**config.mk**
```make
export PLATFORM = sky130hd
export DESIGN_NAME = nis_search_ctrl_flat
export DESIGN_NICKNAME = d
export VERILOG_FILES = /design/src/hw/rtl/nis_pkg.sv /design/src/hw/rtl/nis_if.sv /design/src/hw/rtl/nis_search_ctrl.sv /design/src/flat_wrapper.sv
export SDC_FILE = /design/constraint.sdc
export NUM_CORES = 1
export LEC_CHECK = 0
export ABC_AREA = 1
export BUFFER_PORTS_ARGS = -buffer_cell sky130_fd_sc_hd__clkbuf_2
export CAP_MARGIN = 10
export CELL_PAD_IN_SITES_DETAIL_PLACEMENT = 1
export CELL_PAD_IN_SITES_GLOBAL_PLACEMENT = 1
export CORE_UTILIZATION = 25
export DETAILED_ROUTE_END_ITERATION = 12
export PLACE_DENSITY = 0.64
export SETUP_SLACK_MARGIN = 0.1
export SLEW_MARGIN = 10
export SYNTH_ARGS = -nofsm -noshare
export SYNTH_HDL_FRONTEND = slang
export SYNTH_SLANG_ARGS = --single-unit
```
**constraint.sdc**
```tcl
create_clock -name clk -period 12.1 [get_ports clk]
set_clock_uncertainty 0.1 [all_clocks]
set_input_delay 2.42 -clock clk [delete_from_list [all_inputs] [get_ports clk]]
set_output_delay 2.42 -clock clk [all_outputs]
set_load 0.05 [all_outputs]
```
**src/hw/rtl/nis_pkg.sv**
```systemverilog
// Package for the note interval search block: constants, codes and shared types.
`default_nettype none

package nis_pkg;

    localparam int NOTE_DEPTH_DEFAULT = 1024;
    localparam int FRAME_BITS_DEFAULT = 32;

    localparam int INDEX_BITS     = 10;
    localparam int PITCH_BITS     = 7;
    localparam int CFG_INDEX_BITS = 2;

    localparam logic [CFG_INDEX_BITS-1:0] CFG_FIRST_INDEX = 2'd0;
    localparam logic [CFG_INDEX_BITS-1:0] CFG_LAST_INDEX  = 2'd1;

    localparam logic CMD_LOAD   = 1'b0;
    localparam logic CMD_SEARCH = 1'b1;

    typedef enum logic [1:0] {
        STAT_PITCH = 2'd0,
        STAT_REST  = 2'd1,
        STAT_NONE  = 2'd2
    } status_t;

    typedef enum logic [1:0] {
        ST_IDLE,
        ST_PROBE,
        ST_CMP
    } state_t;

    typedef struct packed {
        status_t                status;
        logic [PITCH_BITS-1:0]  pitch;
    } result_t;

endpackage

`default_nettype wire

```
**src/hw/rtl/nis_if.sv**
```systemverilog
// Valid/ready channel interfaces for the request and result streams.
`default_nettype none

interface nis_req_if #(
    parameter int FRAME_BITS = nis_pkg::FRAME_BITS_DEFAULT
);
    logic                            valid;
    logic                            ready;
    logic                            command;
    logic [nis_pkg::INDEX_BITS-1:0]  entry_index;
    logic [FRAME_BITS-1:0]           entry_start_frame;
    logic [nis_pkg::PITCH_BITS-1:0]  entry_pitch;
    logic                            entry_is_rest;
    logic [FRAME_BITS-1:0]           search_frame;

    modport source (
        output valid, command, entry_index, entry_start_frame, entry_pitch,
               entry_is_rest, search_frame,
        input  ready
    );
    modport sink (
        input  valid, command, entry_index, entry_start_frame, entry_pitch,
               entry_is_rest, search_frame,
        output ready
    );
endinterface

interface nis_rsp_if;
    logic                            valid;
    logic                            ready;
    logic [1:0]                      status;
    logic [nis_pkg::PITCH_BITS-1:0]  pitch;

    modport source (
        output valid, status, pitch,
        input  ready
    );
    modport sink (
        input  valid, status, pitch,
        output ready
    );
endinterface

`default_nettype wire

```
**src/hw/rtl/nis_search_ctrl.sv**
```systemverilog
// Search sequencer: config registers, bound registers, probe compare and result register.
`default_nettype none

module nis_search_ctrl #(
    parameter int NOTE_DEPTH = nis_pkg::NOTE_DEPTH_DEFAULT,
    parameter int FRAME_BITS = nis_pkg::FRAME_BITS_DEFAULT
) (
    input  wire logic                                clk,
    input  wire logic                                rst_n,
    input  wire logic                                cfg_we,
    input  wire logic [nis_pkg::CFG_INDEX_BITS-1:0]  cfg_index,
    input  wire logic [nis_pkg::INDEX_BITS-1:0]      cfg_data,
    nis_req_if.sink                                  request,
    nis_rsp_if.source                                result,
    output logic                                     mem_we,
    output logic [$clog2(NOTE_DEPTH)-1:0]            mem_waddr,
    output logic [FRAME_BITS+7:0]                    mem_wdata,
    output logic                                     mem_re,
    output logic [$clog2(NOTE_DEPTH)-1:0]            mem_raddr_a,
    output logic [$clog2(NOTE_DEPTH)-1:0]            mem_raddr_b,
    input  wire logic [FRAME_BITS+7:0]               mem_rdata_a,
    input  wire logic [FRAME_BITS+7:0]               mem_rdata_b
);
    import nis_pkg::*;

    localparam int AW = $clog2(NOTE_DEPTH);
    localparam int WW = FRAME_BITS + 8;

    state_t                  state_reg, state_next;
    logic [INDEX_BITS-1:0]   first_reg, first_next;
    logic [INDEX_BITS-1:0]   last_reg, last_next;
    logic [INDEX_BITS-1:0]   lo_reg, lo_next;
    logic [INDEX_BITS-1:0]   hi_reg, hi_next;
    logic [FRAME_BITS-1:0]   frame_reg, frame_next;
    logic                    ok_a_reg, ok_a_next;
    logic                    ok_b_reg, ok_b_next;
    logic                    out_valid_reg, out_valid_next;
    result_t                 out_data_reg, out_data_next;

    logic [INDEX_BITS:0]     mid_sum;
    logic [INDEX_BITS-1:0]   mid;
    logic [INDEX_BITS:0]     mid_inc;
    logic                    accept;
    logic                    out_free;
    logic [FRAME_BITS-1:0]   start_a;
    logic [FRAME_BITS-1:0]   start_b;

    assign mid_sum  = {1'b0, lo_reg} + {1'b0, hi_reg};
    assign mid      = mid_sum[INDEX_BITS:1];
    assign mid_inc  = {1'b0, mid} + {{INDEX_BITS{1'b0}}, 1'b1};
    assign accept   = request.valid && request.ready;
    assign out_free = !out_valid_reg || result.ready;

    // entries outside the table read as start 0
    assign start_a = ok_a_reg ? mem_rdata_a[WW-1 -: FRAME_BITS] : '0;
    assign start_b = ok_b_reg ? mem_rdata_b[WW-1 -: FRAME_BITS] : '0;

    assign request.ready = (state_reg == ST_IDLE);
    assign result.valid  = out_valid_reg;
    assign result.status = out_data_reg.status;
    assign result.pitch  = out_data_reg.pitch;

    assign mem_we      = accept && (request.command == CMD_LOAD)
                         && (32'(request.entry_index) < NOTE_DEPTH);
    assign mem_waddr   = AW'(request.entry_index);
    assign mem_wdata   = {request.entry_start_frame, request.entry_pitch,
                          request.entry_is_rest};
    assign mem_raddr_a = AW'(mid);
    assign mem_raddr_b = AW'(mid_inc);

    always_comb
    begin
        first_next = first_reg;
        last_next  = last_reg;
        if (cfg_we)
        begin
            unique case (cfg_index)
                CFG_FIRST_INDEX: first_next = cfg_data;
                CFG_LAST_INDEX:  last_next  = cfg_data;
                default:         ;
            endcase
        end
    end

    always_comb
    begin
        state_next     = state_reg;
        lo_next        = lo_reg;
        hi_next        = hi_reg;
        frame_next     = frame_reg;
        ok_a_next      = ok_a_reg;
        ok_b_next      = ok_b_reg;
        out_valid_next = out_valid_reg && !result.ready;
        out_data_next  = out_data_reg;
        mem_re         = 1'b0;

        unique case (state_reg)
            ST_IDLE:
            begin
                if (accept && (request.command == CMD_SEARCH))
                begin
                    lo_next    = first_reg;
                    hi_next    = last_reg;
                    frame_next = request.search_frame;
                    state_next = ST_PROBE;
                end
            end
            ST_PROBE:
            begin
                if (lo_reg >= hi_reg)
                begin
                    if (out_free)
                    begin
                        out_valid_next       = 1'b1;
                        out_data_next.status = STAT_NONE;
                        out_data_next.pitch  = '0;
                        state_next           = ST_IDLE;
                    end
                end
                else
                begin
                    mem_re     = 1'b1;
                    ok_a_next  = (32'(mid) < NOTE_DEPTH);
                    ok_b_next  = (32'(mid_inc) < NOTE_DEPTH);
                    state_next = ST_CMP;
                end
            end
            ST_CMP:
            begin
                if (start_a > frame_reg)
                begin
                    hi_next    = mid;
                    state_next = ST_PROBE;
                end
                else if (start_b > frame_reg)
                begin
                    // hold here until the result slot frees; read data stays put
                    if (out_free)
                    begin
                        out_valid_next = 1'b1;
                        if (ok_a_reg && mem_rdata_a[0])
                        begin
                            out_data_next.status = STAT_REST;
                            out_data_next.pitch  = '0;
                        end
                        else
                        begin
                            out_data_next.status = STAT_PITCH;
                            out_data_next.pitch  = ok_a_reg ? mem_rdata_a[PITCH_BITS:1] : '0;
                        end
                        state_next = ST_IDLE;
                    end
                end
                else
                begin
                    lo_next    = mid_inc[INDEX_BITS-1:0];
                    state_next = ST_PROBE;
                end
            end
            default:
            begin
                state_next = ST_IDLE;
            end
        endcase
    end

    always_ff @(posedge clk or negedge rst_n)
    begin
        if (!rst_n)
        begin
            state_reg     <= ST_IDLE;
            first_reg     <= '0;
            last_reg      <= '0;
            out_valid_reg <= 1'b0;
        end
        else
        begin
            state_reg     <= state_next;
            first_reg     <= first_next;
            last_reg      <= last_next;
            out_valid_reg <= out_valid_next;
        end
    end

    always_ff @(posedge clk)
    begin
        lo_reg       <= lo_next;
        hi_reg       <= hi_next;
        frame_reg    <= frame_next;
        ok_a_reg     <= ok_a_next;
        ok_b_reg     <= ok_b_next;
        out_data_reg <= out_data_next;
    end

endmodule

`default_nettype wire

```
**src/flat_wrapper.sv**
```systemverilog
// flat-port wrapper written by rule: the top's interface ports become plain ports
module nis_search_ctrl_flat import nis_pkg::*;
#(
    parameter int NOTE_DEPTH = nis_pkg::NOTE_DEPTH_DEFAULT,
    parameter int FRAME_BITS = nis_pkg::FRAME_BITS_DEFAULT
)
  (clk, rst_n, cfg_we, cfg_index, cfg_data, mem_we, mem_waddr, mem_wdata, mem_re, mem_raddr_a, mem_raddr_b, mem_rdata_a, mem_rdata_b, request_valid, request_command, request_entry_index, request_entry_start_frame, request_entry_pitch, request_entry_is_rest, request_search_frame, request_ready, result_valid, result_status, result_pitch, result_ready);
  nis_req_if #(.FRAME_BITS(FRAME_BITS)) request_i ();
  nis_rsp_if result_i ();
  input  wire logic clk;
  input  wire logic rst_n;
  input  wire logic cfg_we;
  input  wire logic [nis_pkg::CFG_INDEX_BITS-1:0] cfg_index;
  input  wire logic [nis_pkg::INDEX_BITS-1:0] cfg_data;
  output logic mem_we;
  output logic [$clog2(NOTE_DEPTH)-1:0] mem_waddr;
  output logic [FRAME_BITS+7:0] mem_wdata;
  output logic mem_re;
  output logic [$clog2(NOTE_DEPTH)-1:0] mem_raddr_a;
  output logic [$clog2(NOTE_DEPTH)-1:0] mem_raddr_b;
  input  wire logic [FRAME_BITS+7:0] mem_rdata_a;
  input  wire logic [FRAME_BITS+7:0] mem_rdata_b;
  input wire logic [$bits(request_i.valid)-1:0] request_valid;
  input wire logic [$bits(request_i.command)-1:0] request_command;
  input wire logic [$bits(request_i.entry_index)-1:0] request_entry_index;
  input wire logic [$bits(request_i.entry_start_frame)-1:0] request_entry_start_frame;
  input wire logic [$bits(request_i.entry_pitch)-1:0] request_entry_pitch;
  input wire logic [$bits(request_i.entry_is_rest)-1:0] request_entry_is_rest;
  input wire logic [$bits(request_i.search_frame)-1:0] request_search_frame;
  output wire logic [$bits(request_i.ready)-1:0] request_ready;
  output wire logic [$bits(result_i.valid)-1:0] result_valid;
  output wire logic [$bits(result_i.status)-1:0] result_status;
  output wire logic [$bits(result_i.pitch)-1:0] result_pitch;
  input wire logic [$bits(result_i.ready)-1:0] result_ready;
  assign request_i.valid = request_valid;
  assign request_i.command = request_command;
  assign request_i.entry_index = request_entry_index;
  assign request_i.entry_start_frame = request_entry_start_frame;
  assign request_i.entry_pitch = request_entry_pitch;
  assign request_i.entry_is_rest = request_entry_is_rest;
  assign request_i.search_frame = request_search_frame;
  assign request_ready = request_i.ready;
  assign result_valid = result_i.valid;
  assign result_status = result_i.status;
  assign result_pitch = result_i.pitch;
  assign result_i.ready = result_ready;
  nis_search_ctrl #(.NOTE_DEPTH(NOTE_DEPTH), .FRAME_BITS(FRAME_BITS)) u_core (.clk(clk), .rst_n(rst_n), .cfg_we(cfg_we), .cfg_index(cfg_index), .cfg_data(cfg_data), .request(request_i), .result(result_i), .mem_we(mem_we), .mem_waddr(mem_waddr), .mem_wdata(mem_wdata), .mem_re(mem_re), .mem_raddr_a(mem_raddr_a), .mem_raddr_b(mem_raddr_b), .mem_rdata_a(mem_rdata_a), .mem_rdata_b(mem_rdata_b));
endmodule
```
==> results.ini, run 1 <==
[timing]
rsz0062_at_grt=false
fin_crit_sh=0.460
holdWs_ns=0.392
hold_viol_final=0
fin_setup_tns_ns=0
worstMarginPinSlew_ns=1.16
slew_viol_final=0
fin_crit_ns=5.57
max_slew_margin=0.226
fmax_mhz=179
fin_ws_ns=6.53
setup_violations=0

[routing]
firstDrtPassIters=4
route.vias.total=5200
avgViaCountPerCell=4.21
routedWlPerCell_um=13.7
drtAntennaViolNets=0
drc=0
drtIter0Drc=178
routed_wl_um=16900

[clock_network]
postCtsSetupBuffers=0
clock_latency_ns=0.35
htree_levels=3
cts.path.max_buffers=2
numCtsBuffers=9
cts-root-buf=clkbuf_16
tritoncts=built
clk_pin_slew_ns=0.08
cts_resized=0
cts_num_sinks=85
postCtsHoldBufs=0

[global_route]
gr-total-overflow=0
grt_max_degree=38
track_usage=0.132
grt_pass1_wl_um=27200
antenna_found_initial=0
grt_pass1_vias=5390

[yosys]
syn_area_mm2=0.00647
ys_seq_area_frac=0.376
yosysTopAreaCell=edfxtp_1
async_reset_ff_frac=0.271
synth_edf_count=62
synth.avg_cell_area_um2=8.14
synth.distinct_cells=39
synth-seq-cells=85
yosys_warnings=0
syn_inst=795
synthTopCellsByCount=nand2_1 (213), inv_1 (136), ha_1 (89)
synth_top_area_share=0.288
netlist_top_cells_area=edfxtp_1 (29%), ha_1 (17%), nand2_1 (12%)
syn-num-nets=1065
synth.most_common_cell=nand2_1
synthFlopType=edfxtp_1

[setup_path]
path_class=register to output port
arrival_ns=3.05
cp.required_ns=9.58
path_max_fanout=4
cp-end-kind=output port
startpoint_type=register

[place]
place_congestion=0.804
placed_area_mm2=0.00726
hpwl_um=13900
preCtsSetupSlack_ns=6.59
port_buffers=154

[die]
ios=263
die_w_um=163
rows=58
core_area_mm2=0.0253
die_h_um=163
initial_core_util=0.256
dieArea_mm2=0.0265

[cells_and_area]
stdcell_area_mm2=0.00756
nFillCells=3078
area_growth_pct=16.8
final_nets=1171
final_util=0.299
largest_reg_flops=32
diodes=0
layout-drive-gt1-share=0.216

[min_path]
hp-class=register to register

[run_status]
status=finished clean

[power]
pwr-share-seq=0.254
powerDensity_mw_per_mm2=218
power.net_switching_w=0.000877
peakVddDrop_mv=0.181
power.internal_w=0.000772
netSwitchingFraction=0.532
pwr-share-comb=0.572
leakage_nw=4.08
pwr-share-clk=0.174

[run]
cap_violations=0

[power groups by stage]
stage               Sequential (W)  Clock [W]  Combinational [W]
global route              0.000427   0.000310            0.00103
detailed placement        0.000426          0           0.000952
finish                    0.000419   0.000288           0.000943
global placement          0.000422          0           0.000943
CTS                       0.000420   0.000299           0.000957
floorplan                 0.000475          0           0.000704
[stage by stage]
step	total power (W)	std cells
final	0.00165	1236
after global routing	0.00176	1236
after CTS	0.00168	1236
after detailed placement	0.00138	1220
after global placement	0.00136	1220
after floorplan	0.00118	795
[worst max-delay path, cell delays in order, from the launching register on]
cell and delay (ns):
edfxtp_1 0.41, ha_1 0.27, fa_1 0.59, inv_1 0.11, nor2_1 0.11, nand3_1 0.15
nor2_2 0.18, nand3_2 0.12, nor2_4 0.15, nand3_1 0.09, nand2_1 0.08, and2_1 0.16
clkbuf_2 0.29
[final timing paths]
| path | slack (ns) | from | end | depth (start not counted) |
|---|---|---|---|---|
| min reg2reg | 0.39 | u_core.first_reg[4]$_DFFE_PN0P_ | u_core.first_reg[4]$_DFFE_PN0P_ | 2 |
| max in group asynchronous | 9.54 | rst_n | u_core.last_reg[2]$_DFFE_PN0P_ | 1 |
| max | 6.53 | u_core.hi_reg[0]$_DFFE_PP_ | mem_raddr_b[9] | 12 |
| min in group asynchronous | 1.96 | rst_n | u_core.state_reg[1]$_DFFE_PN0P_ | 1 |
| min | 0.39 | u_core.first_reg[4]$_DFFE_PN0P_ | u_core.first_reg[4]$_DFFE_PN0P_ | 2 |
| max reg2reg | 8.21 | u_core.state_reg[0]$_DFFE_PN0P_ | u_core.hi_reg[9]$_DFFE_PP_ | 6 |
[routing by layer]
| metal | GRT usage | wire (um) | vias up |
|---|---|---|---|
| li1 | - | - | 2701 |
| met2 | 0.214 | 7780 | 116 |
| met1 | 0.177 | 8300 | 2374 |
| met3 | 0.0285 | 729 | 9 |
| met5 | 0 | 0 | - |
| met4 | 0.0302 | 141 | 0 |
[layout by cell type, fill, tap and decap left out, types with 2 or more instances in the layout]
cell type | Yosys | routed
clkinvlp_4 | 0 | 2
inv_2 | 5 | 5
nor2_1 | 45 | 45
edfxtp_1 | 62 | 62
clkbuf_16 | 0 | 9
a21oi_1 | 35 | 35
xor2_2 | 2 | 2
nor3_1 | 8 | 7
clkinv_1 | 2 | 2
nand3_1 | 20 | 20
o21ai_0 | 39 | 39
and2_1 | 2 | 2
a21o_1 | 2 | 2
ha_1 | 89 | 89
dfrtp_1 | 23 | 23
nand2_2 | 3 | 3
nand2_4 | 2 | 2
buf_4 | 51 | 4
o21a_1 | 4 | 4
nand2_1 | 213 | 213
xor2_1 | 5 | 5
nand3_2 | 2 | 2
nor4_1 | 2 | 2
clkbuf_2 | 0 | 154
o21bai_1 | 4 | 4
nand4_1 | 14 | 14
inv_1 | 136 | 136
inv_8 | 0 | 3
[area by class of cell]
| cell class | instances | area, um^2 | area share |
|---|---|---|---|
| clock buffer | 9 | 225 | 0.0298 |
| clock inverter | 7 | 73.8 | 0.00976 |
| tap | 330 | 413 | 0.0546 |
| timing repair buffer | 158 | 801 | 0.106 |
| inverter | 143 | 537 | 0.0710 |
| multi-input combinational | 504 | 3080 | 0.407 |
| sequential | 85 | 2440 | 0.322 |
[cells by family after synthesis]
family                     count (synthesis)  share of synthesized area
xor gates and xnor gates                   8                     0.0160
adders and majority gates                 90                      0.175
buffers and inverters                    206                      0.149
AOI/OAI and AO/OA                         89                     0.0762
DFF                                       85                      0.376
and+or+nand+nor                          317                      0.207
(Power assumes the default switching activity.)
==> run 2, diff against run 1 <==
Settings changed: PLACE_DENSITY 0.64 to 0.67.
Clock period 12.1 ns to 4.98 ns, I/O delays scaled along.
==> run 2 against run 1 <==
  * Power increased by 140%
  * Combinational power up 140%
  * Clock power up 140%
  * First-iteration DRC count is 19% lower
  * Global-route usage fell by 0.19 points
  * Highest routed layer unchanged
  * Design area is 0.31% higher
  * Register-to-register slack worse by 6.6 ns
==> results.ini, run 2 (synthesis results as in run 1) <==
[cells_and_area]
nFillCells=3108  ; +0.97%
final_cell_mix=nand2_1 (213), clkbuf_2 (154), inv_1 (136)
final_util=0.300  ; +0.000939
diodes=0  ; unchanged
stdcell_area_mm2=0.00759  ; +0.31%
layout.cells.non_filler=1238  ; +0.16%
mostFrequentLayoutCell=nand2_1
final-seq-area_mm2=0.00244  ; unchanged
layout-drive-gt1-share=0.218  ; +0.00173
final_nets=1173  ; +0.17%
largest_reg_flops=32  ; unchanged
multi_input_area_mm2=0.00308  ; +0.20%
area_growth_pct=17.2

[die]
dieArea_mm2=0.0265  ; unchanged
rows=58  ; unchanged
die_h_um=163  ; unchanged
die_w_um=163  ; unchanged
core_area_mm2=0.0253  ; unchanged
ios=263  ; unchanged
initial_core_util=0.256  ; unchanged

[setup_path]
arrival_ns=3.02  ; -0.03 ns
cp.required_ns=3.88  ; -5.70 ns
path_class=register to output port
path_max_fanout=4  ; unchanged
cp-end-kind=output port
startpoint_type=register

[routing]
routed_wl_um=16800  ; -0.61%
routedWlPerCell_um=13.6  ; -0.77%
drc=0  ; unchanged
avgViaCountPerCell=4.22  ; +0.22%
drtIter0Drc=144  ; -19%
drtAntennaViolNets=0  ; unchanged
firstDrtPassIters=4  ; unchanged
route.vias.total=5220  ; +0.38%

[place]
port_buffers=154  ; unchanged
hpwl_um=14000  ; +0.69%
dp.cells=1222  ; +0.16%
place_congestion=0.791  ; -1.7%
placed_area_mm2=0.00728  ; +0.29%

[timing]
hold_viol_final=0  ; unchanged
max_slew_margin=0.401  ; +0.175
rsz0062_at_grt=false
fin_crit_sh=0.826
fin_crit_ns=4.11
setup_violations=0  ; unchanged
slew_viol_final=0  ; unchanged
worstMarginPinSlew_ns=0.899  ; -0.263 ns
fmax_mhz=243
fin_setup_tns_ns=0  ; unchanged
holdWs_ns=0.388  ; -0.00432 ns

[clock_network]
cts_resized=0  ; unchanged
postCtsHoldBufs=0  ; unchanged
numCtsBuffers=9  ; unchanged
cts.path.max_buffers=2  ; unchanged
clock_latency_ns=0.35  ; about the same
cts_num_sinks=85  ; unchanged
htree_levels=3  ; unchanged
tritoncts=built
clk_pin_slew_ns=0.08  ; about the same
cts-root-buf=clkbuf_16
postCtsSetupBuffers=0  ; unchanged

[global_route]
gr-total-overflow=0  ; unchanged
track_usage=0.130  ; -0.00190
grt_pass1_vias=5565  ; +3.2%
antenna_found_initial=0  ; unchanged
grt_max_degree=38  ; unchanged
grt_pass1_wl_um=27000  ; -0.43%

[min_path]
hp-class=register to register

[power]
powerDensity_mw_per_mm2=530  ; +140%
leakage_nw=4.10  ; +0.48%
peakVddDrop_mv=0.473  ; +160%

[run_status]
status=finished clean

[run]
cap_violations=0  ; unchanged

## run 2: changes by cell type in the layout (fill, tap and decap cells not counted)
| cell | change |
|---|---|
| clkinv_4 | +2 |
| clkinvlp_4 | -2 |
| nor3_4 | +1 |
| nor3_2 | -1 |
| buf_4 | +2 |
## run 2: critical path, cell delays in order, from the launching register on
cell and delay, ns:
edfxtp_1 0.40, ha_1 0.27, fa_1 0.61, inv_1 0.11, nor2_1 0.11, nand3_1 0.14
nor2_2 0.17, nand3_2 0.12, nor2_4 0.14, nand3_1 0.09, nand2_1 0.08, and2_1 0.15
clkbuf_2 0.28
## run 2: path summary, 6_finish.rpt
check / slack (ns) / endpoint / startpoint / cells after the start
setup / recovery: 0.87 / mem_raddr_b[9] / u_core.hi_reg[0]$_DFFE_PP_ / 12
hold / removal: 0.39 / u_core.first_reg[1]$_DFFE_PN0P_ / u_core.first_reg[1]$_DFFE_PN0P_ / 2
setup reg to reg: 1.65 / u_core.lo_reg[3]$_DFFE_PP_ / u_core.ok_b_reg$_DFFE_PP_ / 14
hold reg to reg: 0.39 / u_core.first_reg[1]$_DFFE_PN0P_ / u_core.first_reg[1]$_DFFE_PN0P_ / 2
max in group asynchronous: 3.86 / u_core.last_reg[7]$_DFFE_PN0P_ / rst_n / 1
min in group asynchronous: 0.53 / u_core.last_reg[8]$_DFFE_PN0P_ / rst_n / 1
## run 2: power breakdown
part	leakage, nW	switching, W	internal, W
clock	0.149	0.000344	0.000358
combinational	3.09	0.00172	0.000575
sequential	0.862	0.0000673	0.000950
## run 2: per-stage QoR
| stage | setup slack (ns) | total power (W) |
|---|---|---|
| after floorplan | 0.725 | 0.00286 |
| after detailed placement | 1.26 | 0.00335 |
| after global routing | 0.654 | 0.00429 |
| final | 0.868 | 0.00402 |
| after CTS | 0.833 | 0.00408 |
| after global placement | 1.28 | 0.00332 |
## run 2: area by class of cell
type | instances | area share
sequential | 85 | 0.321
inverter | 143 | 0.0708
tap | 330 | 0.0544
clock inverter | 7 | 0.0101
clock buffer | 9 | 0.0297
timing repair buffer | 160 | 0.108
multi-input combinational | 504 | 0.406
## run 2: layer usage
metal	GRT usage	vias to the layer above	wire, um
li1	-	2708	-
met1	0.166	2387	7860
met2	0.220	112	8070
met3	0.0262	13	705
met4	0.0357	0	216
met5	0	-	0
